==> src/rtl/core/dda_pkg.sv <==
// ----------------------------------------------------------------------------
// dda_pkg
// shared types and codes for the dual at dma controller core
// ----------------------------------------------------------------------------
package dda_pkg;

	localparam int unsigned InWidth  = 32;
	localparam int unsigned OutWidth = 56;

	typedef enum logic [1:0] {
		OP_PORT_RD  = 2'd0,
		OP_PORT_WR  = 2'd1,
		OP_SVC_MRD  = 2'd2,
		OP_SVC_MWR  = 2'd3
	} op_t;

	typedef enum logic [0:0] {
		ST_IDLE = 1'b0,
		ST_EXEC = 1'b1
	} state_t;

	// controller register slots
	localparam logic [3:0] REG_CMD_STAT  = 4'h8;
	localparam logic [3:0] REG_SMASK     = 4'hA;
	localparam logic [3:0] REG_MODE      = 4'hB;
	localparam logic [3:0] REG_CLR_FF    = 4'hC;
	localparam logic [3:0] REG_MCLR      = 4'hD;
	localparam logic [3:0] REG_CLR_MASK  = 4'hE;
	localparam logic [3:0] REG_MASK_ALL  = 4'hF;

	// per channel record held in the channel memory
	typedef struct packed {
		logic [23:0] base_addr;
		logic [23:0] cur_addr;
		logic [15:0] base_cnt;
		logic [16:0] cur_cnt;
		logic [7:0]  mode;
	} chan_rec_t;

endpackage

==> src/rtl/core/dda_chan_mem.sv <==
// ----------------------------------------------------------------------------
// dda_chan_mem
// eight entry channel record memory, one write and one registered read port
// ----------------------------------------------------------------------------
module dda_chan_mem (
	input  logic                  clk,
	input  logic                  rd_en,
	input  logic [2:0]            rd_addr,
	output dda_pkg::chan_rec_t    rd_data,
	input  logic                  wr_en,
	input  logic [2:0]            wr_addr,
	input  dda_pkg::chan_rec_t    wr_data
);

	dda_pkg::chan_rec_t mem [8];
	dda_pkg::chan_rec_t rd_q;

	always_ff @(posedge clk) begin
		if (wr_en) begin
			mem[wr_addr] <= wr_data;
		end
		if (rd_en) begin
			rd_q <= mem[rd_addr];
		end
	end

	assign rd_data = rd_q;

endmodule

==> src/rtl/core/dual_dma_controller_at_core.sv <==
// ----------------------------------------------------------------------------
// dual_dma_controller_at_core
// eight channel at dma controller: two cascaded 8237 style controllers
// ----------------------------------------------------------------------------
// Each beat passes through the idle and execute states: the channel record is
// read from the channel memory in the cycle the beat is accepted, and the
// execute state modifies it, writes it back and loads the result register,
// after which a new beat is taken; the registered read sets this order.
// An eight-bit valid mask, cleared by reset, makes a channel record that has
// not yet been written back read as all zero, so every channel starts from the
// reset state. The result register holds one finished beat, so a new beat may
// enter while it waits; that beat then holds in the execute state until the
// waiting result is taken.
// ----------------------------------------------------------------------------
module dual_dma_controller_at_core (
	input  logic        clk,
	input  logic        arst_n,
	input  logic        cfg_we,
	input  logic        cfg_wdata,
	input  logic        s_tvalid,
	output logic        s_tready,
	// opcode[1:0], port_addr[9:2], data_in[25:10], channel[28:26], zero fill
	input  logic [31:0] s_tdata,
	output logic        m_tvalid,
	input  logic        m_tready,
	// read_data[7:0], mem_valid[8], mem_write[9], mem_word[10], mem_addr[34:11],
	// mem_wdata[50:35], no_data[51], terminal_count[52] (writes: mask), zero fill
	output logic [55:0] m_tdata
);

	dda_pkg::state_t state_q, state_d;

	logic        at_mode_q;
	logic [7:0]  mask_q, mask_d;
	logic [7:0]  tc_q, tc_d;
	logic [7:0]  cmd_q, cmd_d;
	logic [1:0]  ff_q, ff_d;
	logic [7:0]  lw_q [2][16];
	logic [7:0]  page_q [16];
	logic        lw_we;
	logic        page_we;
	logic [7:0]  vld_q;

	logic [1:0]  op_q;
	logic [7:0]  port_q;
	logic [15:0] data_q;
	logic [2:0]  ch_q;

	logic        m_valid_q;
	logic [55:0] m_data_q;
	logic [55:0] res;

	logic        accept, exec_fire;
	logic [2:0]  sel_ch;

	dda_pkg::chan_rec_t rec, nrec;
	dda_pkg::chan_rec_t rec_mem;

	// input fields
	logic [1:0]  in_op;
	logic [7:0]  in_port;
	logic [15:0] in_data;
	logic [2:0]  in_ch;

	assign in_op   = s_tdata[1:0];
	assign in_port = s_tdata[9:2];
	assign in_data = s_tdata[25:10];
	assign in_ch   = s_tdata[28:26];

	assign s_tready  = (state_q == dda_pkg::ST_IDLE);
	assign accept    = s_tvalid && s_tready;
	assign exec_fire = (state_q == dda_pkg::ST_EXEC) && (!m_valid_q || m_tready);
	assign m_tvalid  = m_valid_q;
	assign m_tdata   = m_data_q;

	// which channel record the beat touches
	always_comb begin
		sel_ch = 3'd0;
		if (in_op == dda_pkg::OP_SVC_MRD || in_op == dda_pkg::OP_SVC_MWR) begin
			sel_ch = in_ch;
		end else if (in_port[7:4] == 4'h0) begin
			if (in_op == dda_pkg::OP_PORT_WR && in_port[3:0] == dda_pkg::REG_MODE) begin
				sel_ch = {1'b0, in_data[1:0]};
			end else begin
				sel_ch = {1'b0, in_port[2:1]};
			end
		end else if (in_port[7:5] == 3'b110) begin
			if (in_op == dda_pkg::OP_PORT_WR && in_port[4:1] == dda_pkg::REG_MODE) begin
				sel_ch = {1'b1, in_data[1:0]};
			end else begin
				sel_ch = {1'b1, in_port[3:2]};
			end
		end else if (in_port[7:4] == 4'h8) begin
			case (in_port[3:0])
				4'h1:    sel_ch = 3'd2;
				4'h2:    sel_ch = 3'd3;
				4'h3:    sel_ch = 3'd1;
				4'h9:    sel_ch = 3'd6;
				4'hA:    sel_ch = 3'd7;
				4'hB:    sel_ch = 3'd5;
				default: sel_ch = 3'd0;
			endcase
		end
	end

	dda_chan_mem u_mem (
		.clk     (clk),
		.rd_en   (accept),
		.rd_addr (sel_ch),
		.rd_data (rec_mem),
		.wr_en   (exec_fire),
		.wr_addr (ch_q),
		.wr_data (nrec)
	);

	// a record never written back since reset reads as zero
	assign rec = vld_q[ch_q] ? rec_mem : '0;

	// execute stage
	logic        is_first, is_second, is_page, k;
	logic [3:0]  rsl;
	logic        ff_new;
	logic [7:0]  val;
	logic [7:0]  rdv;
	logic [2:0]  mbit;
	logic [3:0]  nib;
	logic        svc_wr, svc_word, refuse, tc_hit;
	logic [16:0] cnt_dec;
	logic [23:0] a_step;
	logic [7:0]  chbit;
	logic        page_map;
	logic [7:0]  bp;

	always_comb begin
		is_first  = (port_q[7:4] == 4'h0);
		is_second = (port_q[7:5] == 3'b110);
		is_page   = (port_q[7:4] == 4'h8);
		k         = is_second;
		rsl       = is_second ? port_q[4:1] : port_q[3:0];
		ff_new    = ~ff_q[k];
		val       = data_q[7:0];
		nrec      = rec;
		mask_d    = mask_q;
		tc_d      = tc_q;
		cmd_d     = cmd_q;
		ff_d      = ff_q;
		lw_we     = 1'b0;
		page_we   = 1'b0;
		res       = '0;
		rdv       = 8'd0;
		mbit      = {k, val[1:0]};
		nib       = 4'd0;
		svc_wr    = (op_q == dda_pkg::OP_SVC_MWR);
		svc_word  = ch_q[2];
		chbit     = 8'd1 << ch_q;
		cnt_dec   = rec.cur_cnt - 17'd1;
		tc_hit    = cnt_dec[16];
		refuse    = 1'b0;
		a_step    = rec.cur_addr;
		page_map  = 1'b0;
		bp        = at_mode_q ? val : {4'd0, val[3:0]};

		case (op_q)
			dda_pkg::OP_PORT_RD: begin
				if (is_first || is_second) begin
					if (!rsl[3]) begin
						ff_d[k] = ff_new;
						if (!rsl[0]) begin
							if (k) begin
								rdv = ff_new ? rec.cur_addr[8:1] : rec.cur_addr[16:9];
							end else begin
								rdv = ff_new ? rec.cur_addr[7:0] : rec.cur_addr[15:8];
							end
						end else begin
							rdv = ff_new ? rec.cur_cnt[7:0] : rec.cur_cnt[15:8];
						end
					end else if (rsl == dda_pkg::REG_CMD_STAT) begin
						if (k) begin
							rdv  = {4'd0, tc_q[7:4]};
							tc_d = {4'd0, tc_q[3:0]};
						end else begin
							rdv  = {4'd0, tc_q[3:0]};
							tc_d = {tc_q[7:4], 4'd0};
						end
					end else if (!k && rsl == dda_pkg::REG_MCLR) begin
						rdv = 8'd0;
					end else begin
						rdv = lw_q[k][rsl];
					end
				end else if (is_page) begin
					rdv = page_q[port_q[3:0]];
				end
				res[7:0] = rdv;
			end
			dda_pkg::OP_PORT_WR: begin
				if (is_first || is_second) begin
					lw_we = 1'b1;
					if (!rsl[3]) begin
						ff_d[k] = ff_new;
						if (!rsl[0]) begin
							if (k) begin
								if (ff_new) nrec.base_addr[8:1] = val;
								else        nrec.base_addr[16:9] = val;
							end else begin
								if (ff_new) nrec.base_addr[7:0] = val;
								else        nrec.base_addr[15:8] = val;
							end
							nrec.cur_addr = nrec.base_addr;
						end else begin
							if (ff_new) nrec.base_cnt[7:0] = val;
							else        nrec.base_cnt[15:8] = val;
							nrec.cur_cnt = {1'b0, nrec.base_cnt};
						end
					end else begin
						unique case (rsl)
							dda_pkg::REG_CMD_STAT: if (!k) cmd_d = val;
							dda_pkg::REG_SMASK:    mask_d[mbit] = val[2];
							dda_pkg::REG_MODE:     nrec.mode = val;
							dda_pkg::REG_CLR_FF:   ff_d[k] = 1'b0;
							dda_pkg::REG_MCLR: begin
								ff_d[k] = 1'b0;
								nib     = 4'hF;
								if (k) mask_d[7:4] = nib;
								else   mask_d[3:0] = nib;
							end
							dda_pkg::REG_CLR_MASK: begin
								if (k) mask_d[7:4] = nib;
								else   mask_d[3:0] = nib;
							end
							dda_pkg::REG_MASK_ALL: begin
								nib = val[3:0];
								if (k) mask_d[7:4] = nib;
								else   mask_d[3:0] = nib;
							end
							default: ;
						endcase
					end
				end else if (is_page) begin
					page_we = 1'b1;
					case (port_q[3:0])
						4'h1, 4'h2, 4'h3, 4'h7, 4'h9, 4'hA, 4'hB: page_map = 1'b1;
						default: page_map = 1'b0;
					endcase
					if (page_map) begin
						if (port_q[3]) begin
							nrec.base_addr[23:17] = val[7:1];
							nrec.cur_addr[23:17]  = val[7:1];
						end else begin
							nrec.base_addr[23:16] = bp;
							nrec.cur_addr[23:16]  = bp;
						end
					end
				end
			end
			default: begin
				// service beat
				refuse = (!svc_word && cmd_q[2]) || mask_q[ch_q] ||
					(rec.mode[3:2] != (svc_wr ? 2'b01 : 2'b10));
				if (refuse) begin
					res[51] = 1'b1;
				end else begin
					res[8]     = 1'b1;
					res[9]     = svc_wr;
					res[10]    = svc_word;
					res[34:11] = rec.cur_addr;
					if (svc_wr) begin
						res[50:35] = svc_word ? data_q : {8'd0, data_q[7:0]};
					end
					if (svc_word) begin
						a_step = rec.mode[5] ? rec.cur_addr - 24'd2 : rec.cur_addr + 24'd2;
						nrec.cur_addr = {rec.cur_addr[23:17], a_step[16:0]};
					end else begin
						a_step = rec.mode[5] ? rec.cur_addr - 24'd1 : rec.cur_addr + 24'd1;
						nrec.cur_addr = {rec.cur_addr[23:16], a_step[15:0]};
					end
					nrec.cur_cnt = cnt_dec;
					if (tc_hit) begin
						if (rec.mode[4]) begin
							nrec.cur_cnt  = {1'b0, rec.base_cnt};
							nrec.cur_addr = rec.base_addr;
						end else begin
							mask_d = mask_q | chbit;
						end
						tc_d = tc_q | chbit;
					end
					res[52] = svc_wr ? mask_d[ch_q] : tc_hit;
				end
			end
		endcase
	end

	// sequencer
	always_comb begin
		state_d = state_q;
		unique case (state_q)
			dda_pkg::ST_IDLE: if (accept) state_d = dda_pkg::ST_EXEC;
			dda_pkg::ST_EXEC: if (exec_fire) state_d = dda_pkg::ST_IDLE;
			default: state_d = dda_pkg::ST_IDLE;
		endcase
	end

	always_ff @(posedge clk or negedge arst_n) begin
		if (!arst_n) begin
			state_q <= dda_pkg::ST_IDLE;
		end else begin
			state_q <= state_d;
		end
	end

	always_ff @(posedge clk) begin
		if (accept) begin
			op_q   <= in_op;
			port_q <= in_port;
			data_q <= in_data;
			ch_q   <= sel_ch;
		end
		if (exec_fire) begin
			m_data_q <= res;
		end
	end

	always_ff @(posedge clk or negedge arst_n) begin
		if (!arst_n) begin
			at_mode_q <= 1'b1;
			mask_q    <= '0;
			tc_q      <= '0;
			cmd_q     <= '0;
			ff_q      <= '0;
			vld_q     <= '0;
			m_valid_q <= 1'b0;
			for (int i = 0; i < 16; i++) begin
				lw_q[0][i] <= '0;
				lw_q[1][i] <= '0;
				page_q[i]  <= '0;
			end
		end else begin
			if (cfg_we) begin
				at_mode_q <= cfg_wdata;
			end
			if (exec_fire) begin
				mask_q      <= mask_d;
				tc_q        <= tc_d;
				cmd_q       <= cmd_d;
				ff_q        <= ff_d;
				vld_q[ch_q] <= 1'b1;
				m_valid_q   <= 1'b1;
				if (lw_we) begin
					lw_q[k][rsl] <= val;
				end
				if (page_we) begin
					page_q[port_q[3:0]] <= val;
				end
			end else if (m_tready) begin
				m_valid_q <= 1'b0;
			end
		end
	end

endmodule

==> config.mk <==
export PLATFORM = sky130hd
export DESIGN_NAME = dual_dma_controller_at_core
export DESIGN_NICKNAME = d
export VERILOG_FILES = /design/src/rtl/core/dda_pkg.sv /design/src/rtl/core/dda_chan_mem.sv /design/src/rtl/core/dual_dma_controller_at_core.sv
export SDC_FILE = /design/constraint.sdc
export NUM_CORES = 2
export LEC_CHECK = 0
export BUFFER_PORTS_ARGS = -buffer_cell sky130_fd_sc_hd__buf_2
export CORE_MARGIN = 3
export CORE_UTILIZATION = 55
export CTS_CLUSTER_DIAMETER = 40
export DETAILED_ROUTE_END_ITERATION = 16
export PLACE_DENSITY = 0.78
export SYNTH_ARGS = -nofsm -noshare
export SYNTH_HDL_FRONTEND = slang
export SYNTH_HIERARCHICAL = 1
export SYNTH_SLANG_ARGS = --single-unit
==> constraint.sdc <==
create_clock -name clk -period 20.6 [get_ports clk]
set_input_delay 4.12 -clock clk [delete_from_list [all_inputs] [get_ports clk]]
set_output_delay 4.12 -clock clk [all_outputs]
set_load 0.03 [all_outputs]
==> results.md <==
Critical path:
- In this run the worst path has a maximum fanout of 50.
- The category of the worst setup path capture point is a register.
- The worst setup path is launched from an input pin.
- The largest individual stage delay along the critical path comes from the cell buf_4.
- The signal on the critical path passes through buf_2, nor4_1, o21ai_0, nand2_1, a22oi_1, o21ai_4, buf_4, mux4_1, mux2_2.
- The worst path required time is 21.10 ns.
- The family with the most delay on the worst path is buffers and inverters.
- The number of buffer and inverter stages on the critical path is 2.
- The setup path with the least slack is of type input pin to register.
- Data arrives at the worst endpoint at 7.62 ns.
- For this run, the slowest stage of the critical path takes 0.89 ns.

Layout:
- The synthesis-to-finish area growth is 12.8%.
- The number of antenna repair diodes is 0.
- The fraction of final layout cells with drive strength greater than 1 is 28.4%.
- After the last flow step, the layout net total stands at 3243.

Global routing:
- The initial antenna violation count is 1.
- The number of global-route vias before repair was 30.7k.
- The wire length of the first global-routing pass is 195 mm.
- For this run the aggregate overflow at the end of global routing stands at 0.
- Global routing consumed, over all layers together, 28.0% of the routing resources.
- The pin count of the biggest net entering global routing is 107.

CTS:
- The library cell used as clock root buffer is clkbuf_16.
- For this design, the sink count on the clock tree is 1117.
- At the later pin of the worst-skew pair, clock insertion delay measures 0.75 ns.
- The clock passes through at most 3 buffers.
- Buffers inserted during clock tree synthesis total 140.
- The H-tree generated during clock tree synthesis spans 4 levels.
- The number of gates resized after CTS was 0.
- The TritonCTS clock tree is done.
- The count of hold-fix buffers inserted at cts is 0.
- The number of setup buffers added after CTS is 0.
- The clock transition at the register clock pins on the worst setup and hold paths after CTS is 0.06 ns.

STA:
- The post-route clock period utilization is 34.6%.
- The worst slew margin relative to its limit is 8.16%.
- The number of setup violations in the final report is 0.
- The number of hold violations in the final report is 0.
- Summed over all failing endpoints, the final setup total negative slack is 0 ns.
- The transition time of the tightest slew-check pin is 1.36 ns.
- Hold timing on the final database bottoms out at a slack of 0.449 ns.
- The maximum operating frequency is 140 MHz.
- Across the routed clock network, the largest skew measured is 0.0402 ns.
- The final-report max-slew violation count came to 0.
- The time the final worst path needs with I/O delays and setup is 7.13 ns.
- Setup repair after global routing left no endpoint under its margin.

Power and ir drop:
- Per report_power, the sequential group accounts for 45.3% of the total.
- Summed over all cells, the static leakage comes to 20.2 nW.
- Dividing total power by cell area gives a power density of 108 nW/um2.
- The maximum resistive drop on vdd is 108 uV.
- The proportion of power drawn by combinational gates is 13.0%.
- The power consumption is 5.97 mW.
- In this run switching power makes up 26.3% of total power.
- The internal portion of the total power is 4.40 mW.
- For this design the total switching power over the nets is 1.57 mW.
- Of the total power, the clock network draws 41.8%.

Routing:
- After detailed routing, the average wire length per cell comes to 29.2 um.
- Summed over all layers, the routed wires come to 130 mm.
- The routed layout has 30.2k vias.
- For this block, the initial DRC count from the detailed router was 3898.
- The DRC violation count after routing is 0.
- In this run the remaining antenna-violating nets after routing total 0.
- Before antenna repair, the detailed router went through 7 iterations.
- The ratio of routed vias to standard cells is 6.76.

Die:
- The number of cell rows is 108.
- The core region is 87600 um2.
- For this design the top-level I/O count stands at 96.
- The die outline width is 305 um.
- From bottom edge to top edge, the die measures 305 um.
- The effective utilization at floorplan is 56.0%.
- The full die area is 92700 um2.

Logic synthesis:
- The mean cell area of the mapped netlist is 15.6 um2.
- The number of cells produced by synthesis is 3137.
- The synthesis warning total is 6.
- The mapped cell area is 49000 um2.

Hold path:
- The path class of the tightest hold or removal check is register to register.

Placement:
- The final weighted congestion in routability-driven placement is 0.951.
- The HPWL after detailed placement is 74.7 mm.
- Input and output buffers added on the ports amount to 89.

Run status:
- The run finished with clean final reports.

Run:
- The max-capacitance violation count is 0.
[layout make-up]
class                   instances  area, um2
clock inverters                83       1050
multi-input cells            1744      15700
well taps                    1155       1450
flip-flops and latches       1117      32200
inverters                      38        144
repair buffers                159        993
fillers                      6013      32300
clock buffers                 171       3740
[layer usage]
layer / part of all wire (%) / vias to the layer above / global-route usage (%)
met5: 0 / - / 0
met4: 5.0 / 0 / 13.4
met3: 10 / 447 / 5.79
met2: 47 / 1969 / 44.2
met1: 38 / 15369 / 37.8
li1: - / 12432 / -
[through the flow]
stage	utilization, %	setup WS (ns)	cells	cell area [um2]
5_1_grt	63.1	13.06	4467	55300
6_report	63.1	13.47	4467	55300
2_1_floorplan	-	7.58	3139	49000
4_1_cts	63.1	13.41	4467	55300
3_5_place_dp	57.7	12.63	4213	50500
3_3_place_gp	57.7	12.67	4213	50500
[flip-flops by register name (all words and copies together) (netlist names)]
signal and flops:
lw_q 112, u_mem/rd_data 85, ch_q 3, data_q 16, tc_q 8, m_tdata 53, at_mode_q 1, m_tvalid 1
port_q 8, page_q 128, mask_q 8, state_q 1, cmd_q 1, ff_q 2, op_q 2, u_mem/mem 680
vld_q 8
[power by group through the flow]
| stage | clock network, mW | registers, mW | logic [mW] |
|---|---|---|---|
| finish | 2.49 | 2.70 | 0.773 |
| global route | 2.63 | 2.71 | 0.821 |
| CTS | 2.53 | 2.70 | 0.758 |
| detailed placement | 0 | 2.74 | 0.750 |
| global placement | 0 | 2.73 | 0.721 |
| floorplan | 0 | 2.74 | 0.489 |
[worst paths after layout]
kind | startpoint | endpoint | slack, ns | cells past startpoint
setup / recovery | s_tdata[6] | u_mem/rd_data[31] | 13.47 | 9
hold / removal | vld_q[5] | vld_q[5] | 0.45 | 1
setup reg to reg | ch_q[1] | u_mem/mem[1][57] | 14.07 | 13
hold reg to reg | vld_q[5] | vld_q[5] | 0.45 | 1
max in group asynchronous | arst_n | page_q[68] | 15.52 | 2
min in group asynchronous | arst_n | m_tvalid | 3.43 | 1
[layout by cell type, fill, tap and decap left out, types with 26 or more instances in the layout]
cell	instances
nand3_1	52
o21ai_0	123
nor2_1	126
dfrtp_1	269
nor3_1	55
a21oi_1	94
inv_1	36
clkbuf_16	144
buf_2	88
mux2i_1	46
buf_4	69
a21o_1	26
mux4_2	198
nand2_1	216
mux2_2	324
and2_1	32
edfxtp_1	847
o211ai_1	27
(Power assumes the default switching activity.)
